$ cat config.mk
export PLATFORM = sky130hd
export DESIGN_NAME = long_press_alarm_detector
export DESIGN_NICKNAME = d
export VERILOG_FILES = /design/src/hw/rtl/lpad_pkg.sv /design/src/hw/rtl/long_press_alarm_detector.sv /design/src/hw/rtl/lpad_in_stage.sv /design/src/hw/rtl/lpad_core.sv /design/src/hw/rtl/lpad_out_stage.sv
export SDC_FILE = /design/constraint.sdc
export NUM_CORES = 1
export LEC_CHECK = 0
export ABC_AREA = 1
export BUFFER_PORTS_ARGS = -buffer_cell sky130_fd_sc_hd__buf_2
export CELL_PAD_IN_SITES_DETAIL_PLACEMENT = 1
export CELL_PAD_IN_SITES_GLOBAL_PLACEMENT = 1
export CORE_AREA = 2 2 141 143
export DETAILED_ROUTE_END_ITERATION = 8
export DIE_AREA = 0 0 143 145
export PLACE_DENSITY_LB_ADDON = 0.15
export REMOVE_ABC_BUFFERS = 1
export SETUP_SLACK_MARGIN = 0.2
export SLEW_MARGIN = 20
export SYNTH_ARGS = -nofsm -noshare
export SYNTH_HDL_FRONTEND = slang
export SYNTH_SLANG_ARGS = --single-unit
$ cat constraint.sdc
create_clock -name clock -period 7.9 [get_ports clock]
set_clock_uncertainty 0.2 [all_clocks]
set_input_delay 0.395 -clock clock [delete_from_list [all_inputs] [get_ports clock]]
set_output_delay 0.395 -clock clock [all_outputs]
set_load 0.05 [all_outputs]
$ cat src/hw/rtl/lpad_pkg.sv
`default_nettype none
// ----------------------------------------------------------------------------
// lpad_pkg: shared types and constants of the long-press alarm detector
// Item layouts, mode codes, register indexes and counter widths.
// ----------------------------------------------------------------------------
package lpad_pkg;

   localparam int TIME_BITS  = 16;
   localparam int CFG_BITS   = 16;
   localparam int HOLD_BITS  = 16;
   localparam int BATT_BITS  = 7;
   localparam int CMP_BITS   = (TIME_BITS > CFG_BITS) ? TIME_BITS : CFG_BITS;
   localparam int CSR_IDX_BITS = 2;

   localparam logic [TIME_BITS-1:0] TIME_MAX = {TIME_BITS{1'b1}};
   localparam logic [HOLD_BITS-1:0] HOLD_MAX = {HOLD_BITS{1'b1}};
   localparam logic [BATT_BITS-1:0] BATT_FULL = BATT_BITS'(100);

   localparam logic [CFG_BITS-1:0] LONG_PRESS_RESET = CFG_BITS'(3000);
   localparam logic [CFG_BITS-1:0] DEBOUNCE_RESET   = CFG_BITS'(50);
   localparam logic [CFG_BITS-1:0] VIBRATE_RESET    = CFG_BITS'(200);

   typedef enum logic [CSR_IDX_BITS-1:0] {
      CSR_LONG_PRESS = 2'd0,
      CSR_DEBOUNCE   = 2'd1,
      CSR_VIBRATE    = 2'd2
   } csr_index_type;

   typedef enum logic [1:0] {
      MODE_IDLE      = 2'd0,
      MODE_PRESSING  = 2'd1,
      MODE_TRIGGERED = 2'd2,
      MODE_COOLDOWN  = 2'd3
   } mode_type;

   typedef struct packed {
      logic                 tick;
      logic                 edge_valid;
      logic                 button_level;
      logic                 force_trigger;
      logic                 clear_latch;
      logic                 reset_request;
      logic [BATT_BITS-1:0] charge_pct;
   } req_item_type;

   typedef struct packed {
      mode_type             mode;
      logic                 alarm_event;
      logic [HOLD_BITS-1:0] hold_ms;
      logic [BATT_BITS-1:0] event_battery;
      logic                 latch_value;
      logic                 motor_on;
   } rsp_item_type;

   // handshake between the input register and the rest of the pipe
   typedef struct packed {
      logic valid;
      logic advance;
   } stage_ctrl_type;

endpackage
`default_nettype wire

$ cat src/hw/rtl/long_press_alarm_detector.sv
// A request passes the input register, then the result register, before its result is valid.
// One item per cycle while rsp_stall is low; the step logic between the registers sets this.
// A stalled result holds in the result register while the input register takes one more item.
// Reset is synchronous, active high: mode idle, counters, latch and captures cleared,
// registers back to 3000, 50 and 200 ms; no clearing pass is needed.
`default_nettype none
// ----------------------------------------------------------------------------
// long_press_alarm_detector: top level
// Input register, detector step and result register in one pass.
// ----------------------------------------------------------------------------
module long_press_alarm_detector import lpad_pkg::*; (
   input  wire logic                    clock,
   input  wire logic                    reset,
   input  wire logic                    req_valid,
   output logic                         req_stall,
   input  wire req_item_type            req_data,
   output logic                         rsp_valid,
   input  wire logic                    rsp_stall,
   output rsp_item_type                 rsp_data,
   input  wire logic                    csr_wr_en,
   input  wire logic [CSR_IDX_BITS-1:0] csr_index,
   input  wire logic [CFG_BITS-1:0]     csr_wdata
);

   stage_ctrl_type ctrl;
   req_item_type   item;
   rsp_item_type   result;
   logic           advance;

   lpad_in_stage u_in_stage (
      .clock     (clock),
      .reset     (reset),
      .req_valid (req_valid),
      .req_stall (req_stall),
      .req_data  (req_data),
      .advance   (advance),
      .ctrl      (ctrl),
      .item      (item)
   );

   lpad_core u_core (
      .clock     (clock),
      .reset     (reset),
      .csr_wr_en (csr_wr_en),
      .csr_index (csr_index),
      .csr_wdata (csr_wdata),
      .ctrl      (ctrl),
      .item      (item),
      .result    (result)
   );

   lpad_out_stage u_out_stage (
      .clock     (clock),
      .reset     (reset),
      .ctrl      (ctrl),
      .result    (result),
      .advance   (advance),
      .rsp_valid (rsp_valid),
      .rsp_stall (rsp_stall),
      .rsp_data  (rsp_data)
   );

endmodule
`default_nettype wire

$ cat src/hw/rtl/lpad_in_stage.sv
`default_nettype none
// ----------------------------------------------------------------------------
// lpad_in_stage: input item register
// Captures one request item and holds it until the core takes it.
// ----------------------------------------------------------------------------
module lpad_in_stage import lpad_pkg::*; (
   input  wire logic           clock,
   input  wire logic           reset,
   input  wire logic           req_valid,
   output logic                req_stall,
   input  wire req_item_type   req_data,
   input  wire logic           advance,
   output stage_ctrl_type      ctrl,
   output req_item_type        item
);

   logic         valid_ff, valid_in;
   req_item_type item_ff;
   logic         accept;

   assign req_stall = valid_ff && !advance;
   assign accept    = req_valid && !req_stall;

   always_comb begin
      valid_in = valid_ff;
      if (accept) begin
         valid_in = 1'b1;
      end else if (advance) begin
         valid_in = 1'b0;
      end
   end

   always_ff @(posedge clock) begin
      if (reset) begin
         valid_ff <= 1'b0;
      end else begin
         valid_ff <= valid_in;
      end
   end

   always_ff @(posedge clock) begin
      if (accept) begin
         item_ff <= req_data;
      end
   end

   assign ctrl.valid   = valid_ff;
   assign ctrl.advance = advance;
   assign item         = item_ff;

endmodule
`default_nettype wire

$ cat src/hw/rtl/lpad_core.sv
`default_nettype none
// ----------------------------------------------------------------------------
// lpad_core: detector state and per-item step
// Holds configuration, mode, counters and alarm capture; works out one
// result item from the registered request item.
// ----------------------------------------------------------------------------
module lpad_core import lpad_pkg::*; (
   input  wire logic                    clock,
   input  wire logic                    reset,
   input  wire logic                    csr_wr_en,
   input  wire logic [CSR_IDX_BITS-1:0] csr_index,
   input  wire logic [CFG_BITS-1:0]     csr_wdata,
   input  wire stage_ctrl_type          ctrl,
   input  wire req_item_type            item,
   output rsp_item_type                 result
);

   logic [CFG_BITS-1:0]  long_press_ff, debounce_ff, vibrate_ff;
   mode_type             mode_ff, mode_in;
   logic [TIME_BITS-1:0] press_ff, press_in;
   logic [TIME_BITS-1:0] cool_ff, cool_in;
   logic                 latch_ff, latch_in;
   logic [CFG_BITS-1:0]  motor_ff, motor_in;
   logic [HOLD_BITS-1:0] hold_ff, hold_in;
   logic [BATT_BITS-1:0] batt_ff, batt_in;
   logic                 fire;
   logic                 latch_seen;
   logic                 step;

   assign step = ctrl.valid && ctrl.advance;

   always_ff @(posedge clock) begin
      if (reset) begin
         long_press_ff <= LONG_PRESS_RESET;
         debounce_ff   <= DEBOUNCE_RESET;
         vibrate_ff    <= VIBRATE_RESET;
      end else if (csr_wr_en) begin
         case (csr_index_type'(csr_index))
            CSR_LONG_PRESS: long_press_ff <= csr_wdata;
            CSR_DEBOUNCE:   debounce_ff   <= csr_wdata;
            CSR_VIBRATE:    vibrate_ff    <= csr_wdata;
            default: ;
         endcase
      end
   end

   always_comb begin
      mode_in  = mode_ff;
      press_in = press_ff;
      cool_in  = cool_ff;
      latch_in = latch_ff;
      motor_in = motor_ff;
      hold_in  = hold_ff;
      batt_in  = batt_ff;
      fire     = 1'b0;

      if (item.reset_request) begin
         mode_in  = MODE_IDLE;
         latch_in = 1'b0;
      end

      if (item.tick) begin
         if (press_in != TIME_MAX) begin
            press_in = press_in + 1'b1;
         end
         if (motor_in != '0) begin
            motor_in = motor_in - 1'b1;
         end
         if (mode_in == MODE_PRESSING) begin
            if (CMP_BITS'(press_in) >= CMP_BITS'(long_press_ff)) begin
               mode_in = MODE_TRIGGERED;
               fire    = 1'b1;
            end
         end else if (mode_in == MODE_COOLDOWN) begin
            if (cool_in != TIME_MAX) begin
               cool_in = cool_in + 1'b1;
            end
            if (CMP_BITS'(cool_in) >= CMP_BITS'(debounce_ff)) begin
               mode_in = MODE_IDLE;
            end
         end
      end

      if (item.edge_valid) begin
         if (!item.button_level) begin
            if (mode_in == MODE_IDLE) begin
               mode_in  = MODE_PRESSING;
               press_in = '0;
            end
         end else if (mode_in == MODE_PRESSING || mode_in == MODE_TRIGGERED) begin
            mode_in = MODE_COOLDOWN;
            cool_in = '0;
         end
      end

      // automatic and forced alarm in one item count as one
      if (item.force_trigger) begin
         fire = 1'b1;
      end

      if (fire) begin
         latch_in = 1'b1;
         if (CMP_BITS'(press_in) > CMP_BITS'(HOLD_MAX)) begin
            hold_in = HOLD_MAX;
         end else begin
            hold_in = HOLD_BITS'(press_in);
         end
         batt_in  = (item.charge_pct > BATT_FULL) ? BATT_FULL : item.charge_pct;
         motor_in = vibrate_ff;
      end

      latch_seen = latch_in;
      if (item.clear_latch) begin
         latch_in = 1'b0;
      end
   end

   always_ff @(posedge clock) begin
      if (reset) begin
         mode_ff  <= MODE_IDLE;
         press_ff <= '0;
         cool_ff  <= '0;
         latch_ff <= 1'b0;
         motor_ff <= '0;
         hold_ff  <= '0;
         batt_ff  <= '0;
      end else if (step) begin
         mode_ff  <= mode_in;
         press_ff <= press_in;
         cool_ff  <= cool_in;
         latch_ff <= latch_in;
         motor_ff <= motor_in;
         hold_ff  <= hold_in;
         batt_ff  <= batt_in;
      end
   end

   assign result.mode          = mode_in;
   assign result.alarm_event   = fire;
   assign result.hold_ms       = hold_in;
   assign result.event_battery = batt_in;
   assign result.latch_value   = latch_seen;
   assign result.motor_on      = (motor_in != '0);

endmodule
`default_nettype wire

$ cat src/hw/rtl/lpad_out_stage.sv
`default_nettype none
// ----------------------------------------------------------------------------
// lpad_out_stage: result item register
// Holds one result item until the receiver takes it.
// ----------------------------------------------------------------------------
module lpad_out_stage import lpad_pkg::*; (
   input  wire logic           clock,
   input  wire logic           reset,
   input  wire stage_ctrl_type ctrl,
   input  wire rsp_item_type   result,
   output logic                advance,
   output logic                rsp_valid,
   input  wire logic           rsp_stall,
   output rsp_item_type        rsp_data
);

   logic         valid_ff, valid_in;
   rsp_item_type data_ff;
   logic         free;
   logic         load;

   assign free    = !valid_ff || !rsp_stall;
   assign advance = free;
   assign load    = ctrl.valid && ctrl.advance;

   always_comb begin
      valid_in = valid_ff;
      if (load) begin
         valid_in = 1'b1;
      end else if (!rsp_stall) begin
         valid_in = 1'b0;
      end
   end

   always_ff @(posedge clock) begin
      if (reset) begin
         valid_ff <= 1'b0;
      end else begin
         valid_ff <= valid_in;
      end
   end

   always_ff @(posedge clock) begin
      if (load) begin
         data_ff <= result;
      end
   end

   assign rsp_valid = valid_ff;
   assign rsp_data  = data_ff;

endmodule
`default_nettype wire

==> key figures <==
Outcome
  – Status: finished, final reports clean

Power and ir drop
  – Psw: 0.706 mW
  – Combinational Power Share: 0.164
  – Total power: 2.16 mW
  – Power share of the sequential group: 0.437
  – Cell-internal power: 1.46 mW
  – Net Sw Frac: 0.326
  – Power share of the clock group: 0.399
  – Peak VDD IR: roughly 0.00013 V
  – Static leakage: between 4 and 5 nW
  – Pwr Density: 211 nW/µm²

Worst hold path
  – Worst min-delay path class: primary input to flop
  – Hold Path Depth: 3

Synth
  – Syn Inst Count: 1249
  – Yosys reg bits: around 170
  – Yosys top cell area share: 0.275
  – YS warnings: 0
  – Post-Syn Area: roughly 9000 µm²
  – Number of flops mapped to enable cells by yosys: 41
  – Synth Area per Inst: 7.21 µm²
  – Post-synth top cells: 230 x nand2_1, 180 x inv_1, 144 x nor2_1, 124 x dfxtp_1, 121 x o21ai_0
  – Distinct cells, synth: 45
  – Top cells by area, synth: dfxtp_1 28%, edfxtp_1 14%, nand2_1 9.6%
  – Seq/Total Area, Yosys: 0.412
  – Cell accounting for the most synthesized area: dfxtp_1
  – Main synth FF type: dfxtp_1
  – Ys async rst share: 0
  – Top-count cell post-synth: nand2_1

Drt
  – DR WL met3: ~730 µm
  – Iter 0 DRT Violations: 366
  – Via density per instance: 5.35
  – Total iterations of the first detailed-routing run: 5
  – Post-Route M1 WL: between 10000 and 15000 µm
  – Post-route ant nets: 0
  – Avg WL per Cell: between 15 and 20 µm
  – Met2 WL: approximately 13000 µm
  – Vias: 8457
  – Remaining DRCs: 0
  – Final wirelength: 26500 µm
  – Top sig layer: met4

CTS
  – Clk sink count: about 170
  – Post-CTS setup buffers: 0
  – CTS tree: yes
  – Clock Latency Late Sink: 450 ps
  – Number of buffers created by CTS: 17
  – Post-cts resize count: 0
  – Worst-path clk slew: 80 ps
  – H-tree Lvls: 4
  – Clock tree buffer depth: 2
  – Clock root buffer master: clkbuf_16

Worst setup path
  – Worst setup SP type: flop
  – Most frequent CP cell: nand2_1
  – Crit-path max FO: 15
  – Crit-path slowest cell: dfxtp_1
  – Slowest Stage Delay on Critical Path: between 300 and 400 ps
  – CP required: approximately 8000 ps
  – Arr. time, crit path: around 5000 ps
  – Critical Path Sink Type: flop
  – Crit Path Class: flop to flop
  – FF-to-FF path depth: 31

Layout
  – Fraction of layout cells with a size suffix above 1: 0.106
  – Final nets: 1378
  – P&R area growth vs syn: 14.0%
  – Antenna diodes: 0
  – Finished Core Util: 0.535
  – Fin cells: 1582

GRT
  – First-pass GRT wire length: 43400 µm
  – Vias in the first global route: 8670
  – Antenna violations before repair: 0
  – All-layer global routing usage: 0.264
  – Largest net degree at the start of global routing: 78
  – Grt total ovfl: 0

STA
  – RSZ-0062 raised after global routing: no
  – Crit path time final: 4750 ps
  – Worst Tran Pin Value: 940 ps
  – Slew Viols, Final: 0
  – Final setup viols: 0
  – Max Freq: 0.210 GHz
  – TNS Setup: 0 ps
  – Worst slew margin: 0.373
  – Hold Slack: 25.9 ps
  – Final Hold Fails: 0
  – Fin crit share: 0.602

Place
  – DP HPWL: 18500 µm
  – Gp weighted congestion: 0.887
  – Placed cell count: approximately 1500
  – Port Buffer Count: between 60 and 70

Floorplan
  – # rows: 51
  – Area of the core: approximately 19000 µm²
  – I/O Pins: 66
  – Die width: 143 µm
  – Die Ht: 145 µm
  – Die ar.: 20700 µm²
  – Starting density of the core: 0.469

Flow run
  – Max-cap viol count: 0
==> critical path: cells and delay by family, from the launching register on <==
kind | cells | cell delay (ps)
compound gates | 5 | 690
xor+xnor | 1 | 100
fa+ha+maj | 3 | 690
buf+inv | 4 | 500
flops | 1 | 350
simple gates | 18 | 2120
==> routing by layer <==
layer  track usage  vias up
met5             0        -
met4        0.0970        0
met3        0.0403       51
met2         0.456      141
met1         0.330     4092
li1              -     4173
==> through the flow <==
| stage | worst slack (ps) | instance area (µm²) |
|---|---|---|
| finish | 3150 | 10300 |
| global route | 2680 | 10300 |
| CTS | 3210 | 10300 |
| detailed placement | 3340 | 9510 |
| global placement | 3540 | 9510 |
| floorplan | 2900 | 8800 |
==> registers in the layout, indices dropped and copies added (netlist names) <==
| signal | flops |
|---|---|
| u_core.batt_ff | 7 |
| u_core.long_press_ff | 16 |
| u_core.vibrate_ff | 16 |
| u_out_stage.rsp_valid | 1 |
| u_out_stage.rsp_data | 28 |
| u_core.hold_ff | 16 |
| u_in_stage.item | 13 |
| u_core.cool_ff | 16 |
| u_core.press_ff | 16 |
| u_core.mode_ff | 2 |
| u_core.debounce_ff | 16 |
| u_core.latch_ff | 1 |
| u_in_stage.valid_ff | 1 |
| u_core.motor_ff | 16 |
==> path summary, 6_finish.rpt <==
kind | from | end | slack, ps
max | u_core.cool_ff[0] | u_core.hold_ff[10] | 3150
min | req_valid | u_in_stage.valid_ff | 30
max reg2reg | u_core.cool_ff[0] | u_core.hold_ff[10] | 3150
min reg2reg | u_core.vibrate_ff[6] | u_core.vibrate_ff[6] | 260
==> cells by family (layout without fill, tap and decap cells) <==
logic type                 Yosys count  after routing  share of synthesized area
buffers and inverters              234            302                      0.101
DFF                                165            165                      0.412
xor gates and xnor gates            28             28                     0.0272
adders and majority gates           38             38                     0.0528
and+or+nand+nor                    492            492                      0.233
AOI/OAI and AO/OA                  292            292                      0.174
==> cell type report <==
type / instances / area [µm²]
multi-input cells: 850 / 4400
fillers: 2469 / 8940
flip-flops and latches: 165 / 3710
well taps: 265 / 332
repair buffers: 85 / 508
inverters: 185 / 694
clock buffers: 17 / 425
clock inverters: 15 / 201
==> cell usage in the layout (no fill, tap or decap), drive strengths merged <==
cell type / count
ha: 38
a211oi: 2
inv: 190
nand3: 67
a21oi: 113
o21ai: 153
dlygate4sd3: 13
o2111ai: 1
or2: 7
xor2: 27
nor4: 3
a31oi: 3
a21o: 1
o311ai: 1
xnor2: 1
nor3: 17
o21bai: 2
nand3b: 2
a211o: 1
nor2: 149
clkinv: 10
edfxtp: 41
nand2: 238
dfxtp: 124
buf: 72
clkbuf: 17
nand4: 9
o211ai: 15
==> timing repair <==
action / CTS / global route
hold buffers: 13 / 0
hold endpoints to repair: 13 / 0
endpoints found under the setup margin: 0 / 0
==> power groups by stage <==
stage	combinational, mW	sequential [mW]	clock (mW)
3_5_place_dp	0.345	0.965	0
2_1_floorplan	0.211	0.989	0
3_3_place_gp	0.335	0.963	0
6_report	0.355	0.946	0.864
5_1_grt	0.397	0.952	0.915
4_1_cts	0.354	0.946	0.879
Power figures use the tool's default switching activity.
